File: config.mk
export PLATFORM = sky130hd
export DESIGN_NAME = converter_lifecycle_sequencer_flat
export DESIGN_NICKNAME = d
export VERILOG_FILES = /design/src/hdl/cls_pkg.sv /design/src/hdl/cls_if.sv /design/src/hdl/cls_step.sv /design/src/hdl/converter_lifecycle_sequencer.sv /design/src/flat_wrapper.sv
export SDC_FILE = /design/constraint.sdc
export NUM_CORES = 1
export LEC_CHECK = 0
export ABC_AREA = 1
export BUFFER_PORTS_ARGS = -buffer_cell sky130_fd_sc_hd__buf_2
export CAP_MARGIN = 10
export CORE_MARGIN = 5
export CORE_UTILIZATION = 60
export CTS_BUF_LIST = sky130_fd_sc_hd__clkbuf_8
export CTS_CLUSTER_DIAMETER = 150
export DETAILED_ROUTE_END_ITERATION = 16
export PLACE_DENSITY = 0.91
export SLEW_MARGIN = 20
export SYNTH_ARGS = -nofsm -noshare
export SYNTH_HDL_FRONTEND = slang
export SYNTH_SLANG_ARGS = --single-unit
File: constraint.sdc
create_clock -name clk -period 6.1 [get_ports clk]
set_input_delay 0.61 -clock clk [delete_from_list [all_inputs] [get_ports clk]]
set_output_delay 0.61 -clock clk [all_outputs]
set_load 0.01 [all_outputs]
File: src/hdl/cls_pkg.sv
// Shared types and constants for the converter lifecycle sequencer.
// No dependencies; cls_step, the top level and the testbench import it.

package cls_pkg;

    // Field and register widths.
    localparam int CFG_WIDTH          = 16;
    localparam int DELAY_BITS_DEFAULT = 16;
    localparam logic [CFG_WIDTH-1:0] DELAY_CFG_RESET = 16'd10;

    // Lifecycle states.
    typedef enum logic [2:0] {
        ST_INIT    = 3'd0,
        ST_IDLE    = 3'd1,
        ST_STARTUP = 3'd2,
        ST_RUN     = 3'd3,
        ST_FAULT   = 3'd4
    } cls_state_t;

    // Commands posted by the scheduler.
    typedef enum logic [1:0] {
        CMD_NONE  = 2'd0,
        CMD_START = 2'd1,
        CMD_STOP  = 2'd2,
        CMD_RESET = 2'd3
    } cls_cmd_t;

    // Reasons a start command is refused.
    typedef enum logic [2:0] {
        REJ_NONE      = 3'd0,
        REJ_BINDING   = 3'd1,
        REJ_CONFIG    = 3'd2,
        REJ_FAULT     = 3'd3,
        REJ_DIRECTION = 3'd4
    } cls_reject_t;

    // One scheduler tick as captured in the input register.
    typedef struct packed {
        cls_cmd_t    posted_command;
        logic        hard_fault_latched;
        logic        callbacks_bound;
        logic        binding_ready;
        logic        setpoint_ready;
        logic [1:0]  setpoint_direction;
    } cls_tick_t;

    // Sequencer context that survives from tick to tick.
    typedef struct packed {
        cls_state_t  state;
        cls_cmd_t    pending;
        logic        held_direction;
        logic        run_permit;
        logic        lock_flag;
    } cls_ctx_t;

    // Result published for one tick.
    typedef struct packed {
        cls_state_t  current_state;
        logic        latched_direction;
        logic        run_allowed;
        logic        bridge_enable_pulse;
        logic        bridge_stop_pulse;
        logic        pwm_force_off;
        logic        latch_clear_pulse;
        logic        direction_locked;
        cls_reject_t start_reject;
    } cls_result_t;

endpackage

File: src/hdl/cls_if.sv
// Valid/ready channel interfaces for the tick requests and the results.
// No dependencies; field widths are fixed by the block's item format.

interface cls_tick_if;
    logic       valid;
    logic       ready;
    logic [1:0] posted_command;
    logic       hard_fault_latched;
    logic       callbacks_bound;
    logic       binding_ready;
    logic       setpoint_ready;
    logic [1:0] setpoint_direction;

    modport source (
        output valid, posted_command, hard_fault_latched, callbacks_bound,
               binding_ready, setpoint_ready, setpoint_direction,
        input  ready
    );
    modport sink (
        input  valid, posted_command, hard_fault_latched, callbacks_bound,
               binding_ready, setpoint_ready, setpoint_direction,
        output ready
    );
endinterface

interface cls_result_if;
    logic       valid;
    logic       ready;
    logic [2:0] current_state;
    logic       latched_direction;
    logic       run_allowed;
    logic       bridge_enable_pulse;
    logic       bridge_stop_pulse;
    logic       pwm_force_off;
    logic       latch_clear_pulse;
    logic       direction_locked;
    logic [2:0] start_reject;

    modport source (
        output valid, current_state, latched_direction, run_allowed,
               bridge_enable_pulse, bridge_stop_pulse, pwm_force_off,
               latch_clear_pulse, direction_locked, start_reject,
        input  ready
    );
    modport sink (
        input  valid, current_state, latched_direction, run_allowed,
               bridge_enable_pulse, bridge_stop_pulse, pwm_force_off,
               latch_clear_pulse, direction_locked, start_reject,
        output ready
    );
endinterface

File: src/hdl/cls_step.sv
// Next-state and result logic for one scheduler tick of the sequencer.
// Depends on cls_pkg for the state, command, context and result types.

module cls_step #(
    parameter int DELAY_BITS = cls_pkg::DELAY_BITS_DEFAULT
) (
    input  cls_pkg::cls_tick_t            tick,
    input  cls_pkg::cls_ctx_t             ctx,
    input  logic [DELAY_BITS-1:0]         settle,
    input  logic [cls_pkg::CFG_WIDTH-1:0] delay_cfg,
    output cls_pkg::cls_ctx_t             ctx_next,
    output logic [DELAY_BITS-1:0]         settle_next,
    output cls_pkg::cls_result_t          result
);
    import cls_pkg::*;

    cls_cmd_t              cmd;
    cls_state_t            nxt;
    cls_reject_t           reject;
    logic                  en_p;
    logic                  stop_p;
    logic                  pwm_p;
    logic                  clr_p;
    logic [DELAY_BITS-1:0] settle_dec;

    // Counter value after one settling tick, saturating at zero.
    assign settle_dec = (settle != '0) ? settle - DELAY_BITS'(1) : settle;

    // State behavior, then exit and entry actions of a transition.
    always_comb
    begin
        ctx_next    = ctx;
        settle_next = settle;
        reject      = REJ_NONE;
        en_p        = 1'b0;
        stop_p      = 1'b0;
        pwm_p       = 1'b0;
        clr_p       = 1'b0;
        nxt         = ctx.state;

        // A posted command replaces the held one.
        cmd = (tick.posted_command != CMD_NONE) ? tick.posted_command : ctx.pending;
        ctx_next.pending = cmd;

        case (ctx.state)
            ST_IDLE:
            begin
                ctx_next.pending = CMD_NONE;
                if (cmd == CMD_START)
                begin
                    if (!tick.binding_ready)
                    begin
                        reject = REJ_BINDING;
                    end
                    else if (!tick.setpoint_ready)
                    begin
                        reject = REJ_CONFIG;
                    end
                    else if (tick.hard_fault_latched)
                    begin
                        reject = REJ_FAULT;
                        nxt    = ST_FAULT;
                    end
                    else if (tick.setpoint_direction[1])
                    begin
                        reject = REJ_DIRECTION;
                    end
                    else
                    begin
                        ctx_next.run_permit     = 1'b1;
                        ctx_next.held_direction = tick.setpoint_direction[0];
                        nxt                     = ST_STARTUP;
                    end
                end
            end
            ST_STARTUP:
            begin
                ctx_next.pending = CMD_NONE;
                if (tick.hard_fault_latched)
                begin
                    stop_p              = 1'b1;
                    ctx_next.run_permit = 1'b0;
                    nxt                 = ST_FAULT;
                end
                else if (cmd == CMD_STOP)
                begin
                    stop_p              = 1'b1;
                    ctx_next.run_permit = 1'b0;
                    nxt                 = ST_IDLE;
                end
                else
                begin
                    settle_next = settle_dec;
                    if (settle_dec == '0)
                    begin
                        nxt = ST_RUN;
                    end
                end
            end
            ST_RUN:
            begin
                ctx_next.pending = CMD_NONE;
                if (tick.hard_fault_latched)
                begin
                    nxt = ST_FAULT;
                end
                else if (cmd == CMD_STOP)
                begin
                    nxt = ST_IDLE;
                end
            end
            ST_FAULT:
            begin
                ctx_next.pending = CMD_NONE;
                if (cmd == CMD_RESET)
                begin
                    clr_p = 1'b1;
                    nxt   = ST_IDLE;
                end
            end
            default:
            begin
                // Init, and any unexpected code, waits for the callbacks.
                nxt = tick.callbacks_bound ? ST_IDLE : ST_INIT;
            end
        endcase

        if (nxt != ctx.state)
        begin
            // Exit action of the state being left.
            if (ctx.state == ST_IDLE)
            begin
                ctx_next.lock_flag = 1'b1;
            end
            else if (ctx.state == ST_RUN)
            begin
                stop_p              = 1'b1;
                ctx_next.run_permit = 1'b0;
            end
            // Entry action of the new state.
            if (nxt == ST_IDLE)
            begin
                ctx_next.lock_flag = 1'b0;
            end
            else if (nxt == ST_STARTUP)
            begin
                settle_next = DELAY_BITS'(delay_cfg);
                en_p        = 1'b1;
            end
            else if (nxt == ST_FAULT)
            begin
                ctx_next.lock_flag  = 1'b1;
                pwm_p               = 1'b1;
                ctx_next.run_permit = 1'b0;
            end
        end
        ctx_next.state = nxt;
    end

    // Result fields reflect the context after the tick.
    always_comb
    begin
        result.current_state       = ctx_next.state;
        result.latched_direction   = ctx_next.held_direction;
        result.run_allowed         = ctx_next.run_permit;
        result.bridge_enable_pulse = en_p;
        result.bridge_stop_pulse   = stop_p;
        result.pwm_force_off       = pwm_p;
        result.latch_clear_pulse   = clr_p;
        result.direction_locked    = ctx_next.lock_flag;
        result.start_reject        = reject;
    end

endmodule

File: src/hdl/converter_lifecycle_sequencer.sv
// Top level of the converter lifecycle sequencer: input register, context
// registers and result register. Depends on cls_pkg, cls_if and cls_step.

// Every tick request passes through an input register and one level of
// next-state logic into a result register. The result of a request is
// presented on the result channel when it moves from the input register
// into the result register. The block accepts one request per cycle for as
// long as results are taken. The context registers update when a request
// moves into the result register, so each tick sees the state that the
// previous tick left behind. When the result register is full and not taken,
// the input register holds one more request and then ready drops. The
// startup delay register may be written only while no request is in flight;
// it is sampled on the tick that enters startup, and a delay of zero enters
// run on the first startup tick.

module converter_lifecycle_sequencer #(
    parameter int DELAY_BITS = cls_pkg::DELAY_BITS_DEFAULT
) (
    input  logic                          clk,
    input  logic                          rst_n,
    cls_tick_if.sink                      tick,
    cls_result_if.source                  result,
    input  logic                          cfg_wr_en,
    input  logic [cls_pkg::CFG_WIDTH-1:0] cfg_wr_data
);
    import cls_pkg::*;

    logic [CFG_WIDTH-1:0]  delay_cfg_reg;
    cls_tick_t             tick_reg;
    logic                  tick_valid_reg;
    cls_ctx_t              ctx_reg;
    cls_ctx_t              ctx_next;
    logic [DELAY_BITS-1:0] settle_reg;
    logic [DELAY_BITS-1:0] settle_next;
    cls_result_t           result_reg;
    cls_result_t           result_next;
    logic                  result_valid_reg;
    logic                  advance;
    cls_tick_t             tick_in;

    // A captured request moves on when the result register is free.
    assign advance    = tick_valid_reg && (!result_valid_reg || result.ready);
    assign tick.ready = !tick_valid_reg || advance;

    assign tick_in.posted_command     = cls_cmd_t'(tick.posted_command);
    assign tick_in.hard_fault_latched = tick.hard_fault_latched;
    assign tick_in.callbacks_bound    = tick.callbacks_bound;
    assign tick_in.binding_ready      = tick.binding_ready;
    assign tick_in.setpoint_ready     = tick.setpoint_ready;
    assign tick_in.setpoint_direction = tick.setpoint_direction;

    // Startup delay register.
    always_ff @(posedge clk or negedge rst_n)
    begin
        if (!rst_n)
        begin
            delay_cfg_reg <= DELAY_CFG_RESET;
        end
        else if (cfg_wr_en)
        begin
            delay_cfg_reg <= cfg_wr_data;
        end
    end

    // Input register.
    always_ff @(posedge clk or negedge rst_n)
    begin
        if (!rst_n)
        begin
            tick_valid_reg <= 1'b0;
        end
        else if (tick.ready)
        begin
            tick_valid_reg <= tick.valid;
        end
    end

    always_ff @(posedge clk)
    begin
        if (tick.valid && tick.ready)
        begin
            tick_reg <= tick_in;
        end
    end

    // Tick evaluation.
    cls_step #(
        .DELAY_BITS (DELAY_BITS)
    ) u_step (
        .tick        (tick_reg),
        .ctx         (ctx_reg),
        .settle      (settle_reg),
        .delay_cfg   (delay_cfg_reg),
        .ctx_next    (ctx_next),
        .settle_next (settle_next),
        .result      (result_next)
    );

    // Context registers.
    always_ff @(posedge clk or negedge rst_n)
    begin
        if (!rst_n)
        begin
            ctx_reg.state          <= ST_INIT;
            ctx_reg.pending        <= CMD_NONE;
            ctx_reg.held_direction <= 1'b0;
            ctx_reg.run_permit     <= 1'b0;
            ctx_reg.lock_flag      <= 1'b0;
            settle_reg             <= '0;
        end
        else if (advance)
        begin
            ctx_reg    <= ctx_next;
            settle_reg <= settle_next;
        end
    end

    // Result register.
    always_ff @(posedge clk or negedge rst_n)
    begin
        if (!rst_n)
        begin
            result_valid_reg <= 1'b0;
        end
        else if (advance)
        begin
            result_valid_reg <= 1'b1;
        end
        else if (result.ready)
        begin
            result_valid_reg <= 1'b0;
        end
    end

    always_ff @(posedge clk)
    begin
        if (advance)
        begin
            result_reg <= result_next;
        end
    end

    assign result.valid               = result_valid_reg;
    assign result.current_state       = result_reg.current_state;
    assign result.latched_direction   = result_reg.latched_direction;
    assign result.run_allowed         = result_reg.run_allowed;
    assign result.bridge_enable_pulse = result_reg.bridge_enable_pulse;
    assign result.bridge_stop_pulse   = result_reg.bridge_stop_pulse;
    assign result.pwm_force_off       = result_reg.pwm_force_off;
    assign result.latch_clear_pulse   = result_reg.latch_clear_pulse;
    assign result.direction_locked    = result_reg.direction_locked;
    assign result.start_reject        = result_reg.start_reject;

    // The published state always matches the context its tick produced.
    a_state_matches: assert property (@(posedge clk) disable iff (!rst_n)
        advance |=> (result_reg.current_state == ctx_reg.state))
        else $error("result state differs from context state");

    // A held request is not lost while the result side stalls.
    a_tick_held: assert property (@(posedge clk) disable iff (!rst_n)
        (tick_valid_reg && !advance) |=> tick_valid_reg)
        else $error("captured request dropped without advancing");

    // Fault entry always leaves the block in fault with the permit cleared.
    a_fault_entry: assert property (@(posedge clk) disable iff (!rst_n)
        (result_valid_reg && result_reg.pwm_force_off) |->
        (result_reg.current_state == ST_FAULT && !result_reg.run_allowed &&
         result_reg.direction_locked))
        else $error("fault entry with inconsistent outputs");

    // A bridge enable comes only with the entry into startup.
    a_enable_entry: assert property (@(posedge clk) disable iff (!rst_n)
        (result_valid_reg && result_reg.bridge_enable_pulse) |->
        (result_reg.current_state == ST_STARTUP && result_reg.run_allowed))
        else $error("bridge enable outside startup entry");

    // A start is refused only from idle, staying there or dropping to fault.
    a_reject_state: assert property (@(posedge clk) disable iff (!rst_n)
        (result_valid_reg && result_reg.start_reject != REJ_NONE) |->
        (result_reg.current_state == ST_IDLE || result_reg.current_state == ST_FAULT))
        else $error("start rejection outside idle");

endmodule

File: src/flat_wrapper.sv
// flat-port wrapper written by rule: the top's interface ports become plain ports
module converter_lifecycle_sequencer_flat import cls_pkg::*;
#(
    parameter int DELAY_BITS = cls_pkg::DELAY_BITS_DEFAULT
)
  (clk, rst_n, cfg_wr_en, cfg_wr_data, tick_valid, tick_posted_command, tick_hard_fault_latched, tick_callbacks_bound, tick_binding_ready, tick_setpoint_ready, tick_setpoint_direction, tick_ready, result_valid, result_current_state, result_latched_direction, result_run_allowed, result_bridge_enable_pulse, result_bridge_stop_pulse, result_pwm_force_off, result_latch_clear_pulse, result_direction_locked, result_start_reject, result_ready);
  cls_tick_if tick_i ();
  cls_result_if result_i ();
  input  logic clk;
  input  logic rst_n;
  input  logic cfg_wr_en;
  input  logic [cls_pkg::CFG_WIDTH-1:0] cfg_wr_data;
  input wire logic [$bits(tick_i.valid)-1:0] tick_valid;
  input wire logic [$bits(tick_i.posted_command)-1:0] tick_posted_command;
  input wire logic [$bits(tick_i.hard_fault_latched)-1:0] tick_hard_fault_latched;
  input wire logic [$bits(tick_i.callbacks_bound)-1:0] tick_callbacks_bound;
  input wire logic [$bits(tick_i.binding_ready)-1:0] tick_binding_ready;
  input wire logic [$bits(tick_i.setpoint_ready)-1:0] tick_setpoint_ready;
  input wire logic [$bits(tick_i.setpoint_direction)-1:0] tick_setpoint_direction;
  output wire logic [$bits(tick_i.ready)-1:0] tick_ready;
  output wire logic [$bits(result_i.valid)-1:0] result_valid;
  output wire logic [$bits(result_i.current_state)-1:0] result_current_state;
  output wire logic [$bits(result_i.latched_direction)-1:0] result_latched_direction;
  output wire logic [$bits(result_i.run_allowed)-1:0] result_run_allowed;
  output wire logic [$bits(result_i.bridge_enable_pulse)-1:0] result_bridge_enable_pulse;
  output wire logic [$bits(result_i.bridge_stop_pulse)-1:0] result_bridge_stop_pulse;
  output wire logic [$bits(result_i.pwm_force_off)-1:0] result_pwm_force_off;
  output wire logic [$bits(result_i.latch_clear_pulse)-1:0] result_latch_clear_pulse;
  output wire logic [$bits(result_i.direction_locked)-1:0] result_direction_locked;
  output wire logic [$bits(result_i.start_reject)-1:0] result_start_reject;
  input wire logic [$bits(result_i.ready)-1:0] result_ready;
  assign tick_i.valid = tick_valid;
  assign tick_i.posted_command = tick_posted_command;
  assign tick_i.hard_fault_latched = tick_hard_fault_latched;
  assign tick_i.callbacks_bound = tick_callbacks_bound;
  assign tick_i.binding_ready = tick_binding_ready;
  assign tick_i.setpoint_ready = tick_setpoint_ready;
  assign tick_i.setpoint_direction = tick_setpoint_direction;
  assign tick_ready = tick_i.ready;
  assign result_valid = result_i.valid;
  assign result_current_state = result_i.current_state;
  assign result_latched_direction = result_i.latched_direction;
  assign result_run_allowed = result_i.run_allowed;
  assign result_bridge_enable_pulse = result_i.bridge_enable_pulse;
  assign result_bridge_stop_pulse = result_i.bridge_stop_pulse;
  assign result_pwm_force_off = result_i.pwm_force_off;
  assign result_latch_clear_pulse = result_i.latch_clear_pulse;
  assign result_direction_locked = result_i.direction_locked;
  assign result_start_reject = result_i.start_reject;
  assign result_i.ready = result_ready;
  converter_lifecycle_sequencer #(.DELAY_BITS(DELAY_BITS)) u_core (.clk(clk), .rst_n(rst_n), .tick(tick_i), .result(result_i), .cfg_wr_en(cfg_wr_en), .cfg_wr_data(cfg_wr_data));
endmodule
==> impl_metrics.toml <==
[floorplan]
die_x_um = 86.8
start_util_pct = 60.8
die_y_um = 86.8
rows = 28
die-area_sq_mm = 0.00753
core_area_sq_mm = 0.00582
ios = 44

[worst_setup_path]
worstPathRequired_ns = 6.20
path_class = "reg2reg"
r2r-end = "u_core.result.bridge_stop_pulse"
crit_start = "u_core.ctx_reg[5]"
worstSetupEndpoint = "u_core.result.bridge_stop_pulse"
worst-r2r-cell-count = 13
crit_path_end_kind = "flip-flop"
worstPathArrival_ns = 3.08
start_kind = "flip-flop"
reg2reg_from = "u_core.ctx_reg[5]"
cp_max_fo = 21
r2r_setup_slack_ns = 3.12

[placed_design]
place.gp.congestion = 0.951
dp_cells = 530
hpwlAfterDp_um = 5690
port_buffers = 43

[pwr]
power_density_mw_per_mm2 = 505
vdd_ir_drop_max_mv = 0.257
leakage_nw = 1.93
finalPower_w = 0.00203

[global_route]
track_usage_pct = 22.8
antenna_found_initial = 0
gr-total-overflow = 0
grt_max_degree = 54
grt_first_pass_wirelength_um = 13300
grt_pass1_vias = 2857

[timing]
max_slew_margin_pct = 57.1
maxSlewViolCount = 0
final.min_clock_period_ns = 2.98
tightest_slew_ns = 0.642
hold_viol = 0
fmax_mhz = 335
holdWs_ns = 0.122
layout_worst_path_cycle_share_pct = 48.9
fin_tns_setup_ns = 0
setup_viol = 0
rsz0062_at_grt = "false"
skew_ns = 0.0117

[logic_synthesis]
ys_types = 36
syn_nets = 452
avgSynthCellArea_sq_um = 8.38
synth_cells = 422
ys_seq_elements = 63
yosysWarnings = 0
seq_area_frac_synth_pct = 47.6
syn-cell-area_sq_mm = 0.00354

[drt]
dr.pass1.iters = 5
ant_nets = 0
routedWlPerCell_um = 14.7
drt_wl_total_um = 8020
drt_iter0_drc = 241
vias_per_cell = 5.50
vias = 3008
drc_errors = 0

[clock_network]
clkTransAtPathRegs_ns = 0.08
cts_tree = "built"
cts-resized-gates = 0
post_cts.repair.setup_buffers = 0
clk-insertion-delay-late_ns = 0.35
clkSinkCount = 63
cts_made_buffers = 9
cts_buffer_depth = 2
root_buffer = "clkbuf_8"
htreeDepth = 3
hold_buffers = 0

[final_layout]
syn2layout_area_growth_pct = 13.5
regArea_sq_mm = 0.00168
diodes = 0
multi_input_area_sq_mm = 0.00158
drive_above_1_share_pct = 24.2
nFillCells = 472
nNetsFinal = 497
stdcell_count = 547

[job]
cap_viol_max_count = 0

[hold_path]
hp-class = "in2async"

[run_status]
status = "complete, no violations"
[per-layer routing]
metal | part of all wire [%] | track usage [%]
met5 | 0 | 0
met4 | 1.9 | 8.78
met3 | 7.6 | 5.99
met2 | 45 | 34.6
met1 | 45 | 31.4
[report_power, final]
| group | internal [W] | switching, W | leakage, nW |
|---|---|---|---|
| clock network | 0.000189 | 0.000172 | 0.0956 |
| registers | 0.000538 | 0.0000884 | 0.739 |
| logic | 0.000358 | 0.000680 | 1.09 |
[layout make-up]
class	instances	area share, %
flip-flops and latches	63	42.0
multi-input cells	291	39.4
inverters	57	5.33
clock buffers	9	3.09
well taps	75	2.34
repair buffers	45	6.05
clock inverters	7	1.81
[stage by stage]
step | setup WS (ns) | util (%) | cell area [sq um]
after floorplan | 3.72 | - | 3540
after global placement | 3.37 | 65.3 | 3800
after detailed placement | 3.18 | 65.3 | 3800
after CTS | 3.14 | 68.7 | 3990
after global routing | 2.80 | 69.0 | 4010
final | 3.12 | 69.0 | 4010
[worst min path at each step]
stage | start | end | cells past startpoint
global placement | u_core.ctx_reg[1] | u_core.ctx_reg[1] | 2
finish | rst_n | u_core.settle_reg[14] | 1
global route | rst_n | u_core.settle_reg[14] | 1
detailed placement | u_core.ctx_reg[3] | u_core.ctx_reg[3] | 2
floorplan | rst_n | u_core.ctx_reg[0] | 0
CTS | tick_setpoint_direction[1] | u_core.tick_reg[1] | 1
[cells in the mapped netlist]
cell type	count	share of area (%)
a21oi_1	9	1.3
nand4_1	2	0.35
edfxtp_1	21	18
buf_2	2	0.28
o21ai_1	2	0.28
xor2_1	13	3.2
nand2_2	13	2.3
o22ai_1	12	2.1
nand4_2	1	0.35
ha_1	1	0.35
a2111oi_0	1	0.25
nor4_1	1	0.18
nand3_2	3	0.85
inv_1	49	5.2
nor2_1	46	4.9
inv_2	8	0.85
mux2_2	13	4.1
o211ai_1	4	0.85
nand2_4	1	0.32
nand3_1	24	3.4
buf_6	1	0.32
buf_4	1	0.21
a311oi_1	2	0.50
nor3_1	7	0.99
nor2_4	6	1.9
a21boi_1	1	0.21
dfstp_2	2	1.5
dfrtp_1	40	28
nor3_2	1	0.28
clkbuf_1	7	0.74
or2_2	2	0.35
nand2_1	86	9.1
nor2_2	3	0.53
o31ai_1	1	0.21
a211oi_1	6	1.3
o21ai_0	30	4.2
[cells in the final DEF, fill, tap and decap left out, types with 2 or more instances in the layout]
cell type,count
buf_2,43
a21oi_1,9
nand2_2,13
mux2_2,13
nor3_1,7
o22ai_1,12
clkinvlp_4,2
nor2_4,6
nor2_2,3
a211oi_1,6
or2_2,2
nand3_2,3
nand2_1,86
dfstp_2,2
clkbuf_8,9
nand3_1,24
a311oi_1,2
o21ai_0,30
nand4_1,2
inv_2,8
xor2_1,13
dfrtp_1,40
inv_1,49
clkinv_2,2
nor2_1,46
edfxtp_1,21
o211ai_1,4
o21ai_1,2
[logic make-up (layout without fill, tap and decap cells)]
logic type               after synthesis  after routing  share of synthesized area (%)
AO/OA/AOI/OAI                         68             68                           11.2
XOR/XNOR                              13             13                           3.22
adder cells (fa/ha/maj)                1              1                          0.354
buffers and inverters                 68            118                           7.61
flip-flops                            63             63                           47.6
multiplexers                          13             13                           4.14
AND/OR/NAND/NOR                      196            196                           25.8
[critical path, stage by stage (launching register included)]
cell	delay (ns)
dfrtp_1	0.43
inv_1	0.08
nor2_1	0.13
inv_1	0.07
nor2_1	0.15
inv_2	0.07
nor3_1	0.30
nand2_1	0.46
inv_2	0.43
nor3_2	0.13
xor2_1	0.24
nand3_2	0.13
nand2_1	0.09
nand2_1	0.05
(Power assumes the default switching activity.)
